<file path="src/hdl/fcp_queue.sv">
// Two-entry command queue between the front end and the back end.
// Depends on nothing.
module fcp_queue #(
   parameter int WIDTH = 8
) (
   input  logic             clock,
   input  logic             reset,
   input  logic             push,
   input  logic [WIDTH-1:0] push_data,
   output logic             ready,
   input  logic             pop,
   output logic             valid,
   output logic [WIDTH-1:0] pop_data
);

   logic [WIDTH-1:0] entry_ff [2];
   logic             wr_ptr_ff;
   logic             rd_ptr_ff;
   logic [1:0]       count_ff;
   logic             wr_ptr_in;
   logic             rd_ptr_in;
   logic [1:0]       count_in;

   assign ready    = count_ff != 2'd2;
   assign valid    = count_ff != 2'd0;
   assign pop_data = entry_ff[rd_ptr_ff];

   always_comb begin
      wr_ptr_in = wr_ptr_ff ^ push;
      rd_ptr_in = rd_ptr_ff ^ pop;
      count_in  = count_ff + {1'b0, push} - {1'b0, pop};
   end

   always_ff @(posedge clock) begin
      if (push) begin
         entry_ff[wr_ptr_ff] <= push_data;
      end
      if (reset) begin
         wr_ptr_ff <= 1'b0;
         rd_ptr_ff <= 1'b0;
         count_ff  <= 2'd0;
      end else begin
         wr_ptr_ff <= wr_ptr_in;
         rd_ptr_ff <= rd_ptr_in;
         count_ff  <= count_in;
      end
   end

endmodule

</file>
<file path="config.mk">
export PLATFORM = sky130hd
export DESIGN_NAME = fcp_queue
export DESIGN_NICKNAME = d
export VERILOG_FILES = /design/src/hdl/fcp_queue.sv
export SDC_FILE = /design/constraint.sdc
export NUM_CORES = 1
export LEC_CHECK = 0
export ABC_AREA = 1
export BUFFER_PORTS_ARGS = -buffer_cell sky130_fd_sc_hd__buf_2
export CELL_PAD_IN_SITES_DETAIL_PLACEMENT = 1
export CELL_PAD_IN_SITES_GLOBAL_PLACEMENT = 2
export CORE_MARGIN = 2
export CORE_UTILIZATION = 36
export DETAILED_ROUTE_END_ITERATION = 16
export PLACE_DENSITY = 0.84
export SLEW_MARGIN = 5
export SYNTH_ARGS = -nofsm -noshare
export SYNTH_HDL_FRONTEND = slang
export SYNTH_SLANG_ARGS = --single-unit
</file>
<file path="constraint.sdc">
create_clock -name clock -period 3.1 [get_ports clock]
set_input_delay 0.775 -clock clock [delete_from_list [all_inputs] [get_ports clock]]
set_output_delay 0.775 -clock clock [all_outputs]
set_load 0.02 [all_outputs]
</file>
==> results.ini <==
[logic_synthesis]
postSynthNetCount = 68
synth_seq_cells = 20
ranking_of_synthesized_cells_by_area = sky130_fd_sc_hd__edfxtp_1 (59%), sky130_fd_sc_hd__mux2_4 (15%), sky130_fd_sc_hd__dfxtp_1 (9.8%)
post-synth-top-area-cell = sky130_fd_sc_hd__edfxtp_1
synth_compound_gate_area_share_pct = 0.610
synth_simple_gate_area_share_pct = 4.73
synthCells = 52
netlist-cell-type-count = 11
largest_family_of_logic_cells_by_synthesized_area = multiplexers
synth_xor_xnor_area_share_pct = 1.07
seq_area_frac_synth_pct = 68.3
yosys-mux-area-fraction_pct = 14.6
area_share_of_fa_ha_maj_cells_after_synthesis_pct = 6.10
synth_area_um2 = 821
yosys.area.top_type_share_pct = 58.5
synth.yosys.warnings = 0
synth.avg_cell_area_um2 = 15.8

[clocking]
clockRootBuffer = sky130_fd_sc_hd__clkbuf_4
clock_insertion_delay_worst_skew_ns = 0.29
htree_num_levels = 1
cts_buffers = 3
cts_tree = yes
clkTransAtPathRegs_ns = 0.10
postCtsSetupRepairBufs = 0
hold_buffer_count_at_cts = 0
cts.path.max_buffers = 2
post_cts_resize_count = 0
clkSinkCount = 20

[worst_hold_path]
min_path_cells = 3
hold_start = wr_ptr_ff
endpoint_of_the_worst_hold_timing_path = wr_ptr_ff
hold_class = reg -> reg

[critical_path]
worst-endpoint-arrival_ns = 1.48
ff2ff_setup_slack_ns = 1.84
worst_r2r_path_depth = 8
critical_path.max_fanout = 9
r2r_end = count_ff[1]
worst-setup-path-type = reg -> out
critical_path.reg2reg.startpoint = count_ff[0]
cp-start-kind = register
worstPathRequired_ns = 2.32
launching_element_of_the_worst_setup_path = rd_ptr_ff
worst_setup_path_end_kind = output pin

[detailed_routing]
detailedRoute.firstIterationViolations = 7
wl_per_cell_um = 11.8
firstDrtPassIters = 4
met3RoutedLength_um = 76
drc_violation_count_after_routing = 0
drt_wl_total_um = 1220
num_vias = 472
drtAntennaViolNets = 0
m1WireLength_um = 517
met2WireLength_um = 593
routed_via_density = 4.54
top_signal_layer_used = met4

[sta]
layout_min_cycle_time_ns = 2.26
final-hold-violation-count = 0
timing.slew.headroom_pct = 63.5
final-max-slew-violation-count = 0
setup_repair_after_global_routing_missed_its_margin = no
worst_slew_pin_slew_ns = 0.547
setup_viol_count_final = 0
final.period_utilization_pct = 72.9
fmaxAchievable_mhz = 443
timing.setup.tns_ns = 0
finalWorstSetupSlack_ns = 0.842
final_setup_skew_ns = 0.000659

[die]
die_y_um = 51.8
initial_core_util_pct = 37.5
fp.dieW_um = 51.8
dieArea_um2 = 2680
core_area_um2 = 2190
row_count = 17
io_pins = 22

[place]
routabilityCongestion = 0.681
numPlacedInstances = 100
port-buffer-count = 21
dpl_worst_slack_ns = 1.16
dp_hpwl_um = 962

[layout]
stdcell_count = 104
nets = 93
antenna_cells = 0
multiInputGateArea_um2 = 223
synthesis_to_layout_area_growth_pct = 18.9
nFillCells = 243
final_layout_size_suffix_gt1_share_pct = 42.1
sequential_cell_area_um2 = 561

[power_and_ir_drop]
fin_total_pwr_mw = 0.543
power_leakage_nw = 0.426
ir_worst_vdd_v = 0.000262
powerDensity_nw_per_um2 = 557

[status]
status = completed

[global_routing]
antenna_found_initial = 0
globalRoute.totalOverflow = 0
grt_start_max_net_pins = 12
grt_first_pass_wirelength_um = 2130
number_of_global_route_vias_before_repair = 482
track_usage_pct = 11.7

[flow_run]
max_cap_violations = 0

## cells by family after synthesis
logic type | Yosys count
adder cells (fa/ha/maj) | 4
multiplexers | 8
XOR/XNOR | 1
AND/OR/NAND/NOR | 10
flip-flops | 20
buffers and inverters | 8
AO/OA/AOI/OAI | 1
## per-layer routing
metal  global-route usage, %  vias to the layer above
met5                       0                        -
met4                    7.89                        0
met3                    2.87                        5
met2                    18.6                       19
met1                    13.9                      220
li1                        -                      228
## sequential cells by signal, summed over array words and instances, names as in the netlist
| name | count |
|---|---|
| wr_ptr_ff | 1 |
| rd_ptr_ff | 1 |
| entry_ff | 16 |
| count_ff | 2 |
## power breakdown
group	switching [mW]	internal, mW
logic	0.0537	0.0464
registers	0.0118	0.311
clock network	0.0738	0.0469
total	0.139	0.404
## worst max-delay path, cell delays in order, from the launching register on
cell,delay [ns]
sky130_fd_sc_hd__dfxtp_1,0.68
sky130_fd_sc_hd__mux2_4,0.35
sky130_fd_sc_hd__buf_2,0.16
## how the worst max path moves through the flow
stage	end	depth (start not counted)
after global placement	pop_data[4]	2
after global routing	pop_data[4]	2
after CTS	pop_data[4]	2
after floorplan	count_ff[1]	7
after detailed placement	pop_data[4]	2
final	pop_data[4]	2
## layout by cell type, fill, tap and decap left out
master / Yosys / final
sky130_fd_sc_hd__mux2_4: 8 / 8
sky130_fd_sc_hd__nor2_1: 4 / 4
sky130_fd_sc_hd__a21oi_1: 1 / 1
sky130_fd_sc_hd__buf_2: 0 / 21
sky130_fd_sc_hd__ha_1: 4 / 4
sky130_fd_sc_hd__nand3_1: 1 / 1
sky130_fd_sc_hd__dfxtp_1: 4 / 4
sky130_fd_sc_hd__nand2_1: 5 / 5
sky130_fd_sc_hd__clkinv_1: 0 / 1
sky130_fd_sc_hd__inv_1: 7 / 7
sky130_fd_sc_hd__edfxtp_1: 16 / 16
sky130_fd_sc_hd__clkbuf_4: 0 / 3
sky130_fd_sc_hd__xnor2_1: 1 / 1
## final cells by class
cell class                 instances  area share (%)
sequential                        20            57.4
multi-input combinational         24            22.8
timing repair buffer              21            10.8
tap                               28            3.59
inverter                           7            2.69
clock buffer                       3            2.31
clock inverter                     1           0.385
## cell usage after synthesis
cell type	n
sky130_fd_sc_hd__dfxtp_1	4
sky130_fd_sc_hd__mux2_4	8
sky130_fd_sc_hd__edfxtp_1	16
sky130_fd_sc_hd__a21oi_1	1
sky130_fd_sc_hd__inv_1	7
sky130_fd_sc_hd__xnor2_1	1
sky130_fd_sc_hd__nor2_1	4
sky130_fd_sc_hd__nand2_1	5
sky130_fd_sc_hd__nand3_1	1
sky130_fd_sc_hd__buf_6	1
sky130_fd_sc_hd__ha_1	4
## metrics by stage
step	instance area [um^2]	hold slack (ns)	utilization [%]
final	976	0.548	44.5
after detailed placement	950	0.540	43.3
after CTS	976	0.556	44.5
after global placement	950	0.528	43.3
after floorplan	821	0.519	-
after global routing	976	0.600	44.5
No activity file was read; power rests on OpenSTA's default activity.
