$ cat src/hdl/fcp_pkg.sv
// Shared types and constants for the fixed chunk pool free list.
// No dependencies; the top level, fcp_front and fcp_back import it.
package fcp_pkg;

   localparam int ADDR_WIDTH          = 32;
   localparam int POOL_CHUNKS_DEFAULT = 1024;
   localparam int TOTAL_WIDTH         = 11;
   localparam int LOG2_WIDTH          = 5;
   localparam int MIN_CHUNK_LOG2      = 3;
   localparam int MAX_CHUNK_LOG2      = 16;
   localparam int CSR_INDEX_WIDTH     = 2;
   localparam int CSR_DATA_WIDTH      = 32;

   localparam logic [CSR_INDEX_WIDTH-1:0] CSR_BASE_ADDRESS    = 2'd0;
   localparam logic [CSR_INDEX_WIDTH-1:0] CSR_CHUNK_SIZE_LOG2 = 2'd1;
   localparam logic [CSR_INDEX_WIDTH-1:0] CSR_CHUNK_TOTAL     = 2'd2;

   typedef enum logic [1:0] {
      ACT_ALLOC   = 2'd0,
      ACT_FREE    = 2'd1,
      ACT_REBUILD = 2'd2,
      ACT_QUERY   = 2'd3
   } fcp_action_type;

   typedef enum logic [2:0] {
      STAT_OK      = 3'd0,
      STAT_EMPTY   = 3'd1,
      STAT_UNINIT  = 3'd2,
      STAT_BOUNDS  = 3'd3,
      STAT_BADFREE = 3'd4
   } fcp_status_type;

   typedef enum logic [2:0] {
      OP_REPLY   = 3'd0,
      OP_ALLOC   = 3'd1,
      OP_FREE    = 3'd2,
      OP_QUERY   = 3'd3,
      OP_REBUILD = 3'd4
   } fcp_op_type;

   typedef struct packed {
      fcp_action_type          action;
      logic [ADDR_WIDTH-1:0]   address;
   } fcp_req_type;

   typedef struct packed {
      logic [ADDR_WIDTH-1:0]   chunk_address;
      logic [2:0]              status;
      logic                    mapped;
   } fcp_rsp_type;

   typedef struct packed {
      logic [ADDR_WIDTH-1:0]   base_address;
      logic [LOG2_WIDTH-1:0]   chunk_size_log2;
      logic [TOTAL_WIDTH-1:0]  chunk_total;
   } fcp_cfg_type;

   typedef struct packed {
      fcp_op_type              op;
      fcp_status_type          status;
      logic                    mapped;
   } fcp_cmd_type;

endpackage

$ cat src/hdl/fcp_front.sv
// Front end: accepts requests, checks geometry and bounds, classifies each item.
// Depends on fcp_pkg.
module fcp_front #(
   parameter int POOL_CHUNKS = fcp_pkg::POOL_CHUNKS_DEFAULT,
   parameter int IDX_W       = $clog2(POOL_CHUNKS + 1)
) (
   input  logic                 clock,
   input  logic                 reset,
   input  fcp_pkg::fcp_cfg_type cfg,
   input  logic                 req_valid,
   output logic                 req_ready,
   input  fcp_pkg::fcp_req_type req_data,
   input  logic                 q_ready,
   output logic                 q_push,
   output fcp_pkg::fcp_cmd_type q_cmd,
   output logic [IDX_W-1:0]     q_idx
);
   import fcp_pkg::*;

   localparam logic [31:0] PoolChunks = 32'(POOL_CHUNKS);

   logic                  init_ff;
   logic                  init_in;
   logic                  geo_ok;
   logic                  below;
   logic                  in_bounds;
   logic                  aligned;
   logic [ADDR_WIDTH-1:0] offset;
   logic [ADDR_WIDTH-1:0] offset_idx;
   logic [ADDR_WIDTH-1:0] align_mask;
   logic [ADDR_WIDTH:0]   span;

   assign geo_ok = (cfg.chunk_size_log2 >= LOG2_WIDTH'(MIN_CHUNK_LOG2))
                && (cfg.chunk_size_log2 <= LOG2_WIDTH'(MAX_CHUNK_LOG2))
                && (cfg.chunk_total != '0)
                && (32'(cfg.chunk_total) <= PoolChunks);

   assign below      = req_data.address < cfg.base_address;
   assign offset     = req_data.address - cfg.base_address;
   assign span       = (ADDR_WIDTH + 1)'(cfg.chunk_total) << cfg.chunk_size_log2;
   assign in_bounds  = !below && ({1'b0, offset} < span);
   assign offset_idx = offset >> cfg.chunk_size_log2;
   assign align_mask = ~({ADDR_WIDTH{1'b1}} << cfg.chunk_size_log2);
   assign aligned    = (offset & align_mask) == '0;

   assign req_ready = q_ready;
   assign q_push    = req_valid && q_ready;
   assign q_idx     = offset_idx[IDX_W-1:0];

   always_comb begin
      q_cmd.op     = OP_REPLY;
      q_cmd.status = STAT_OK;
      q_cmd.mapped = 1'b0;
      priority if (!geo_ok) begin
         q_cmd.status = STAT_UNINIT;
      end else if (req_data.action == ACT_REBUILD) begin
         q_cmd.op = OP_REBUILD;
      end else if (!init_ff) begin
         q_cmd.status = STAT_UNINIT;
      end else if (req_data.action == ACT_ALLOC) begin
         q_cmd.op = OP_ALLOC;
      end else if (!in_bounds) begin
         q_cmd.status = STAT_BOUNDS;
      end else if (req_data.action == ACT_FREE) begin
         if (aligned) begin
            q_cmd.op = OP_FREE;
         end else begin
            q_cmd.status = STAT_BADFREE;
         end
      end else begin
         if (aligned) begin
            q_cmd.op = OP_QUERY;
         end else begin
            q_cmd.mapped = 1'b1;
         end
      end
   end

   assign init_in = init_ff
                 || (q_push && geo_ok && (req_data.action == ACT_REBUILD));

   always_ff @(posedge clock) begin
      if (reset) begin
         init_ff <= 1'b0;
      end else begin
         init_ff <= init_in;
      end
   end

endmodule

$ cat config.mk
export PLATFORM = sky130hd
export DESIGN_NAME = fcp_front
export DESIGN_NICKNAME = d
export VERILOG_FILES = /design/src/hdl/fcp_pkg.sv /design/src/hdl/fcp_front.sv
export SDC_FILE = /design/constraint.sdc
export NUM_CORES = 1
export LEC_CHECK = 0
export BUFFER_PORTS_ARGS = -buffer_cell sky130_fd_sc_hd__buf_4
export CAP_MARGIN = 20
export CORE_ASPECT_RATIO = 0.9
export CORE_UTILIZATION = 44
export DETAILED_ROUTE_END_ITERATION = 8
export PLACE_DENSITY = 0.73
export REMOVE_ABC_BUFFERS = 1
export SYNTH_ARGS = -nofsm -noshare
export SYNTH_HDL_FRONTEND = slang
export SYNTH_SLANG_ARGS = --single-unit
$ cat constraint.sdc
create_clock -name clock -period 7.1 [get_ports clock]
set_clock_uncertainty 0.1 [all_clocks]
set_input_delay 0.355 -clock clock [delete_from_list [all_inputs] [get_ports clock]]
set_output_delay 0.355 -clock clock [all_outputs]
set_load 0.02 [all_outputs]
==> results of run 1 <==
[cells by family after synthesis]
| logic type | after synthesis | share of synthesized area |
|---|---|---|
| AND/OR/NAND/NOR | 322 | 0.2546 |
| AO/OA/AOI/OAI | 316 | 0.3883 |
| buffers and inverters | 115 | 0.07919 |
| adder cells (fa/ha/maj) | 65 | 0.1389 |
| multiplexers | 53 | 0.09745 |
| XOR/XNOR | 21 | 0.03822 |
| flip-flops | 1 | 0.003397 |
[through the flow]
stage | hold slack, ns | power [mW] | setup slack [ns] | util
floorplan | 0.3274 | 0.5367 | 2.572 | -
global placement | 0.3591 | 0.7811 | 1.789 | 0.5161
detailed placement | 0.3630 | 0.7779 | 1.569 | 0.5161
CTS | 0.3630 | 0.7812 | 1.565 | 0.5161
global route | 0.3887 | 0.8734 | 1.043 | 0.5161
finish | 0.3525 | 0.8021 | 1.413 | 0.5161
[cell type report]
class	count	area [µm²]	share of cell area
inverters	57	214.0	0.03218
repair buffers	107	803.3	0.1208
flip-flops and latches	1	20.02	0.003011
well taps	164	205.2	0.03086
multi-input cells	777	5406	0.8131
[cells in the mapped netlist, drive strengths merged (8+ instances only)]
master / n / area (µm²)
buf: 27 / 136.4
a221oi: 11 / 96.34
o221ai: 8 / 70.07
or3: 11 / 73.82
nand4: 22 / 137.6
mux2i: 36 / 360.4
nand2: 107 / 404.1
a21boi: 8 / 71.32
a31oi: 9 / 62.56
xnor2: 14 / 163.9
mux2: 15 / 168.9
a21o: 13 / 97.59
o21ai: 58 / 312.8
ha: 63 / 788.3
nand2b: 8 / 50.05
o22ai: 15 / 93.84
nor4: 8 / 50.05
clkbuf: 31 / 116.4
a21oi: 82 / 444.2
inv: 57 / 214.0
and2: 8 / 50.05
o211ai: 16 / 143.9
nand3: 13 / 65.06
nor2: 86 / 325.3
a22oi: 16 / 120.1
nor3: 32 / 160.2
a211oi: 13 / 115.1
[power groups by stage]
stage | logic, mW | registers (mW) | clock network [mW]
after floorplan | 0.531 | 0.00583 | 0
after global placement | 0.775 | 0.00585 | 0
after detailed placement | 0.772 | 0.00585 | 0
after CTS | 0.775 | 0.00585 | 0
after global routing | 0.868 | 0.00585 | 0
final | 0.796 | 0.00584 | 0
[worst max-delay path: stages]
cell	delay (ns)
buf_4	0.43
inv_1	0.56
nor2_1	0.56
nand2_1	0.10
o21ai_0	0.21
mux2_2	0.29
a22o_1	0.17
nand2_1	0.08
ha_1	0.25
a2111oi_0	0.30
o21ai_0	0.16
a31o_2	0.26
a221oi_1	0.46
o31ai_1	0.14
a21oi_1	0.28
nand3_1	0.19
o31ai_2	0.25
buf_4	0.17
[worst max path at each step]
stage | from | end | slack (ns)
2_1_floorplan | req_data[0] | q_cmd[5] | 2.57
3_5_place_dp | cfg[11] | q_cmd[4] | 1.57
6_report | cfg[11] | q_cmd[4] | 1.41
5_1_grt | cfg[11] | q_cmd[4] | 1.04
4_1_cts | cfg[11] | q_cmd[4] | 1.57
3_3_place_gp | cfg[11] | q_cmd[4] | 1.79
[routing by layer]
metal  vias up  track usage
met5         -            0
met4         0      0.03492
met3        27      0.05277
met2       440       0.4400
met1      3210       0.4790
li1       3479            -
==> flow_metrics.py, run 1 <==
metrics = {
    "outcome": {
        "status": "finished, final reports clean",
    },
    "sta": {
        "max_freq_mhz": 175.8,
        "fin_crit_sh": 0.8010,
        "setup_viol": 0,
        "worst_pin_slew_ns": 0.9614,
        "finalCriticalPeriod_ns": 5.687,
        "maxSlewHeadroom": 0.3567,
        "hold_viol": 0,
        "slew_viol_final": 0,
        "finalSetupTns_ns": 0,
        "rsz0062_at_grt": "no",
    },
    "placement": {
        "placedCellCount": 1106,
        "routabilityCongestion": 1.017,
        "port_buffers": 105,
        "hpwl_um": 16710,
        "placed_area_um2": 6649,
    },
    "cts": {
        "cts_hold_buf": 0,
        "clk_pin_slew_worst_paths_ns": 0,
        "postCtsSetupRepairBufs": 0,
        "clk_latency_ns": 0,
        "cts_resized": 0,
    },
    "global_routing": {
        "antenna_found_initial": 0,
        "grt-ovfl-total": 0,
        "grt_pass1_vias": 6318,
        "grt_max_degree": 56,
        "grt_pass1_wl_um": 34020,
        "grt_use_total": 0.3063,
    },
    "flow_run": {
        "cap_violations": 0,
    },
    "power_and_ir_drop": {
        "p_clk_frac": 0,
        "power_density_nw_per_um2": 120.6,
        "p_leak_nw": 2.862,
        "irDropWorstVdd_mv": 0.05937,
        "seq_power_share": 0.007,
        "p_sw_frac": 0.6092,
        "pwr-share-comb": 0.993,
        "power.internal_uw": 313.5,
        "switchingPower_uw": 488.6,
    },
    "logic_synthesis": {
        "syn-cell-area_um2": 5893,
        "synth_edf_count": 0,
        "ys_async_sr_fraction": 0,
        "ys_warn_count": 0,
        "netlist_instances": 893,
        "synth_cell_types": 93,
        "synth.avg_cell_area_um2": 6.599,
        "ys.flop_type": "dfxtp_1",
        "synth-seq-cells": 1,
        "ys_seq_area_frac": 0.003397,
    },
    "drt": {
        "wl_per_cell_um": 19.13,
        "ant_nets": 0,
        "via_per_inst": 6.470,
        "wl_met1_um": 9607,
        "drc": 0,
        "wl_um": 21160,
        "top_layer_used": "met4",
        "vias": 7156,
        "wl_met2_um": 8620,
        "wl_met3_um": 2662,
        "drtPass1Iterations": 6,
        "drt-initial-drc-count": 983,
    },
    "hold_path": {
        "holdCritPathClass": "register to register",
        "holdPathStages": 2,
        "holdPathEnd": "init_ff$_SDFF_PP0_",
        "min-delay-start": "init_ff$_SDFF_PP0_",
    },
    "die": {
        "die_y_um": 111.8,
        "boundaryPins": 106,
        "die_x_um": 124.0,
        "die_area_um2": 13860,
        "core-area_um2": 12880,
        "start_util": 0.4575,
        "core.rowCount": 39,
    },
    "layout": {
        "layout_common_cells": "107 x buf_4, 106 x nand2_1, 85 x nor2_1",
        "stdcell_count": 1106,
        "largest_reg_flops": 1,
        "fillers": 1323,
        "antenna_cells": 0,
        "largest_register": "init_ff",
        "fin_nets": 1094,
        "finalInstanceArea_um2": 6649,
        "final_common_cell": "buf_4",
        "area_delta_synth_final_pct": 12.82,
        "drive_above_1_share": 0.1783,
        "reg.largest.list": "init_ff: 1 flops",
    },
    "worst_setup_path": {
        "reg2reg_depth": 2,
        "start_kind": "input port",
        "cp.arrival_ns": 5.23,
        "worstPathMaxFanout": 43,
        "crit_type": "input port to output pin",
        "regToRegSetupSlack_ns": 6.44,
        "r2r-end": "init_ff$_SDFF_PP0_",
        "end_kind": "output pin",
        "required_ns": 6.64,
        "r2r_start": "init_ff$_SDFF_PP0_",
    },
}
(Power assumes the default switching activity.)
==> run 2, diff against run 1 <==
- ABC_AREA: default -> 1
- clock period: 7.1 -> 5.26 ns (I/O delays scaled with it)
==> flow_metrics.py, run 2 <==
metrics = {
    "worst_setup_path": {
        "crit_type": "input port to output pin",
        "worstPathMaxFanout": 4,
        "startpoint": "cfg[16]",
        "cp.arrival_ns": 3.65,
        "r2r-end": "init_ff$_SDFF_PP0_",
        "r2r_start": "init_ff$_SDFF_PP0_",
        "start_kind": "input port",
        "reg2reg_depth": 2,
        "setup.worst_path.end": "q_cmd[4]",
        "required_ns": 4.90,
        "regToRegSetupSlack_ns": 4.64,
        "end_kind": "output pin",
    },
    "placement": {
        "placed_area_um2": 7048,
        "port_buffers": 105,
        "routabilityCongestion": 1.005,
        "placedCellCount": 1539,
        "hpwl_um": 18270,
    },
    "layout": {
        "multi_input_area_um2": 5132,
        "fin_nets": 1523,
        "final_common_cell": "nand2_1",
        "stdcell_count": 1539,
        "finalInstanceArea_um2": 7048,
        "area_delta_synth_final_pct": 14.52,
        "largest_register": "init_ff",
        "reg.largest.list": "init_ff: 1 flops",
        "regArea_um2": 20.02,
        "fillers": 1493,
        "largest_reg_flops": 1,
        "drive_above_1_share": 0.1087,
        "layout_common_cells": "508 x nand2_1, 217 x inv_1, 175 x nand3_1",
        "antenna_cells": 0,
    },
    "sta": {
        "fin_crit_sh": 0.7632,
        "setup_viol": 0,
        "maxSlewHeadroom": 0.3316,
        "finalCriticalPeriod_ns": 4.014,
        "max_freq_mhz": 249.1,
        "worst_pin_slew_ns": 0.9990,
        "hold_viol": 0,
        "slew_viol_final": 0,
        "finalSetupTns_ns": 0,
        "rsz0062_at_grt": "no",
    },
    "drt": {
        "vias": 8288,
        "ant_nets": 0,
        "wl_um": 21640,
        "wl_per_cell_um": 14.06,
        "drt-initial-drc-count": 1160,
        "drtPass1Iterations": 6,
        "via_per_inst": 5.385,
        "drc": 0,
    },
    "logic_synthesis": {
        "ys_top_cells_by_count": "508 x nand2_1, 217 x inv_1, 175 x nand3_1",
        "synth_edf_count": 0,
        "netlist_instances": 1296,
        "synth.top_cell.area_share": 0.3098,
        "ys.flop_type": "dfxtp_1",
        "ys_warn_count": 0,
        "ys_async_sr_fraction": 0,
        "synth.avg_cell_area_um2": 4.749,
        "synth_cell_types": 43,
        "synth_most_common_cell": "nand2_1",
        "syn-cell-area_um2": 6155,
        "synth-seq-cells": 1,
        "synthTopCellsByArea": "nand2_1 31%, nand3_1 14%, inv_1 13%",
        "yosysTopAreaCell": "nand2_1",
        "ys_seq_area_frac": 0.003253,
    },
    "die": {
        "core.rowCount": 40,
        "start_util": 0.4555,
        "die_y_um": 114.2,
        "die_x_um": 126.7,
        "die_area_um2": 14470,
        "core-area_um2": 13510,
        "boundaryPins": 106,
    },
    "global_routing": {
        "grt_use_total": 0.2977,
        "use_met1": 0.4484,
        "grt_max_degree": 35,
        "met3_usage": 0.04112,
        "grt_pass1_wl_um": 34790,
        "grt-ovfl-total": 0,
        "antenna_found_initial": 0,
        "grt_pass1_vias": 7056,
        "use_met2": 0.4387,
        "busiest_layer": "met1",
    },
    "power_and_ir_drop": {
        "p_sw_frac": 0.6424,
        "switchingPower_uw": 612.7,
        "p_clk_frac": 0,
        "irDropWorstVdd_mv": 0.07876,
        "power.internal_uw": 341.2,
        "pwr-share-comb": 0.992,
        "finalPower_uw": 953.9,
        "seq_power_share": 0.008,
        "p_leak_nw": 4.301,
        "power_density_nw_per_um2": 135.3,
    },
    "cts": {
        "clk_latency_ns": 0,
        "cts_hold_buf": 0,
        "cts_resized": 0,
        "postCtsSetupRepairBufs": 0,
        "clk_pin_slew_worst_paths_ns": 0,
    },
    "flow_run": {
        "cap_violations": 0,
    },
    "hold_path": {
        "holdCritPathClass": "input port to register",
    },
    "outcome": {
        "status": "finished, final reports clean",
    },
}
[run 2: cell count changes after synthesis, moves of 13 or more]
cell / before / now
a21oi_1: 77 / 43
a22oi_1: 16 / 3
clkbuf_1: 31 / 14
inv_1: 53 / 217
mux2_2: 15 / 0
mux2i_1: 36 / 1
nand2_1: 106 / 508
nand2_2: 1 / 14
nand3_1: 13 / 175
nor2_1: 85 / 102
nor3_1: 32 / 4
[run 2: worst max-delay path, stage by stage]
cell and delay, ns:
buf_4 0.11, ha_1 0.21, fa_1 0.40, inv_1 0.10, nand3_1 0.08, nand2_2 0.12
nand2_1 0.07, nand2_2 0.09, xor2_1 0.41, ha_1 0.33, nand2_1 0.07, a21oi_1 0.06
nor2_1 0.08, nand2_1 0.10, nand2_1 0.07, nand4_1 0.13, nand2_1 0.11, nand2_1 0.05
nand3_1 0.07, nand3_1 0.08, nor2_1 0.21, nand3_2 0.12, a21oi_2 0.13, buf_4 0.14
[run 2: final cells by class]
| class | instances | area share |
|---|---|---|
| inverters | 223 | 0.1188 |
| repair buffers | 113 | 0.1204 |
| multi-input cells | 1034 | 0.7282 |
| well taps | 168 | 0.02982 |
| flip-flops and latches | 1 | 0.002840 |
[run 2: per-layer routing]
layer / routed length (µm) / vias to the layer above
met5: 0 / -
met4: 519 / 0
met3: 2406 / 39
met2: 8549 / 461
met1: 10160 / 3572
li1: - / 4216
[run 2: how the worst min path moves through the flow]
stage                     start                 end  slack, ns  cells after the start
after global placement    reset  init_ff$_SDFF_PP0_       0.32                      2
after CTS                 reset  init_ff$_SDFF_PP0_       0.32                      2
after floorplan           reset  init_ff$_SDFF_PP0_       0.23                      1
after detailed placement  reset  init_ff$_SDFF_PP0_       0.32                      2
final                     reset  init_ff$_SDFF_PP0_       0.32                      2
after global routing      reset  init_ff$_SDFF_PP0_       0.32                      2
[run 2: metrics by stage]
step                      setup slack, ns  hold WS (ns)    util
after global routing               0.9608        0.3210  0.5216
after CTS                           1.286        0.3218  0.5216
after floorplan                     1.833        0.2321       -
after global placement              1.346        0.3182  0.5216
final                               1.246        0.3199  0.5216
after detailed placement            1.297        0.3202  0.5216
[run 2: cell families after synthesis]
kind of cell	Yosys count	synth area share
xor gates and xnor gates	15	0.02135
and+or+nand+nor	848	0.5857
AOI/OAI and AO/OA	106	0.09392
buffers and inverters	261	0.1628
adders and majority gates	64	0.1313
DFF	1	0.003253
muxes	1	0.001626
[run 2: power by group through the flow]
stage          clock network [mW]  registers, mW  logic [mW]
5_1_grt                         0        0.00788        1.06
4_1_cts                         0        0.00787       0.927
3_5_place_dp                    0        0.00787       0.922
6_report                        0        0.00787       0.946
3_3_place_gp                    0        0.00787       0.919
2_1_floorplan                   0        0.00786       0.637
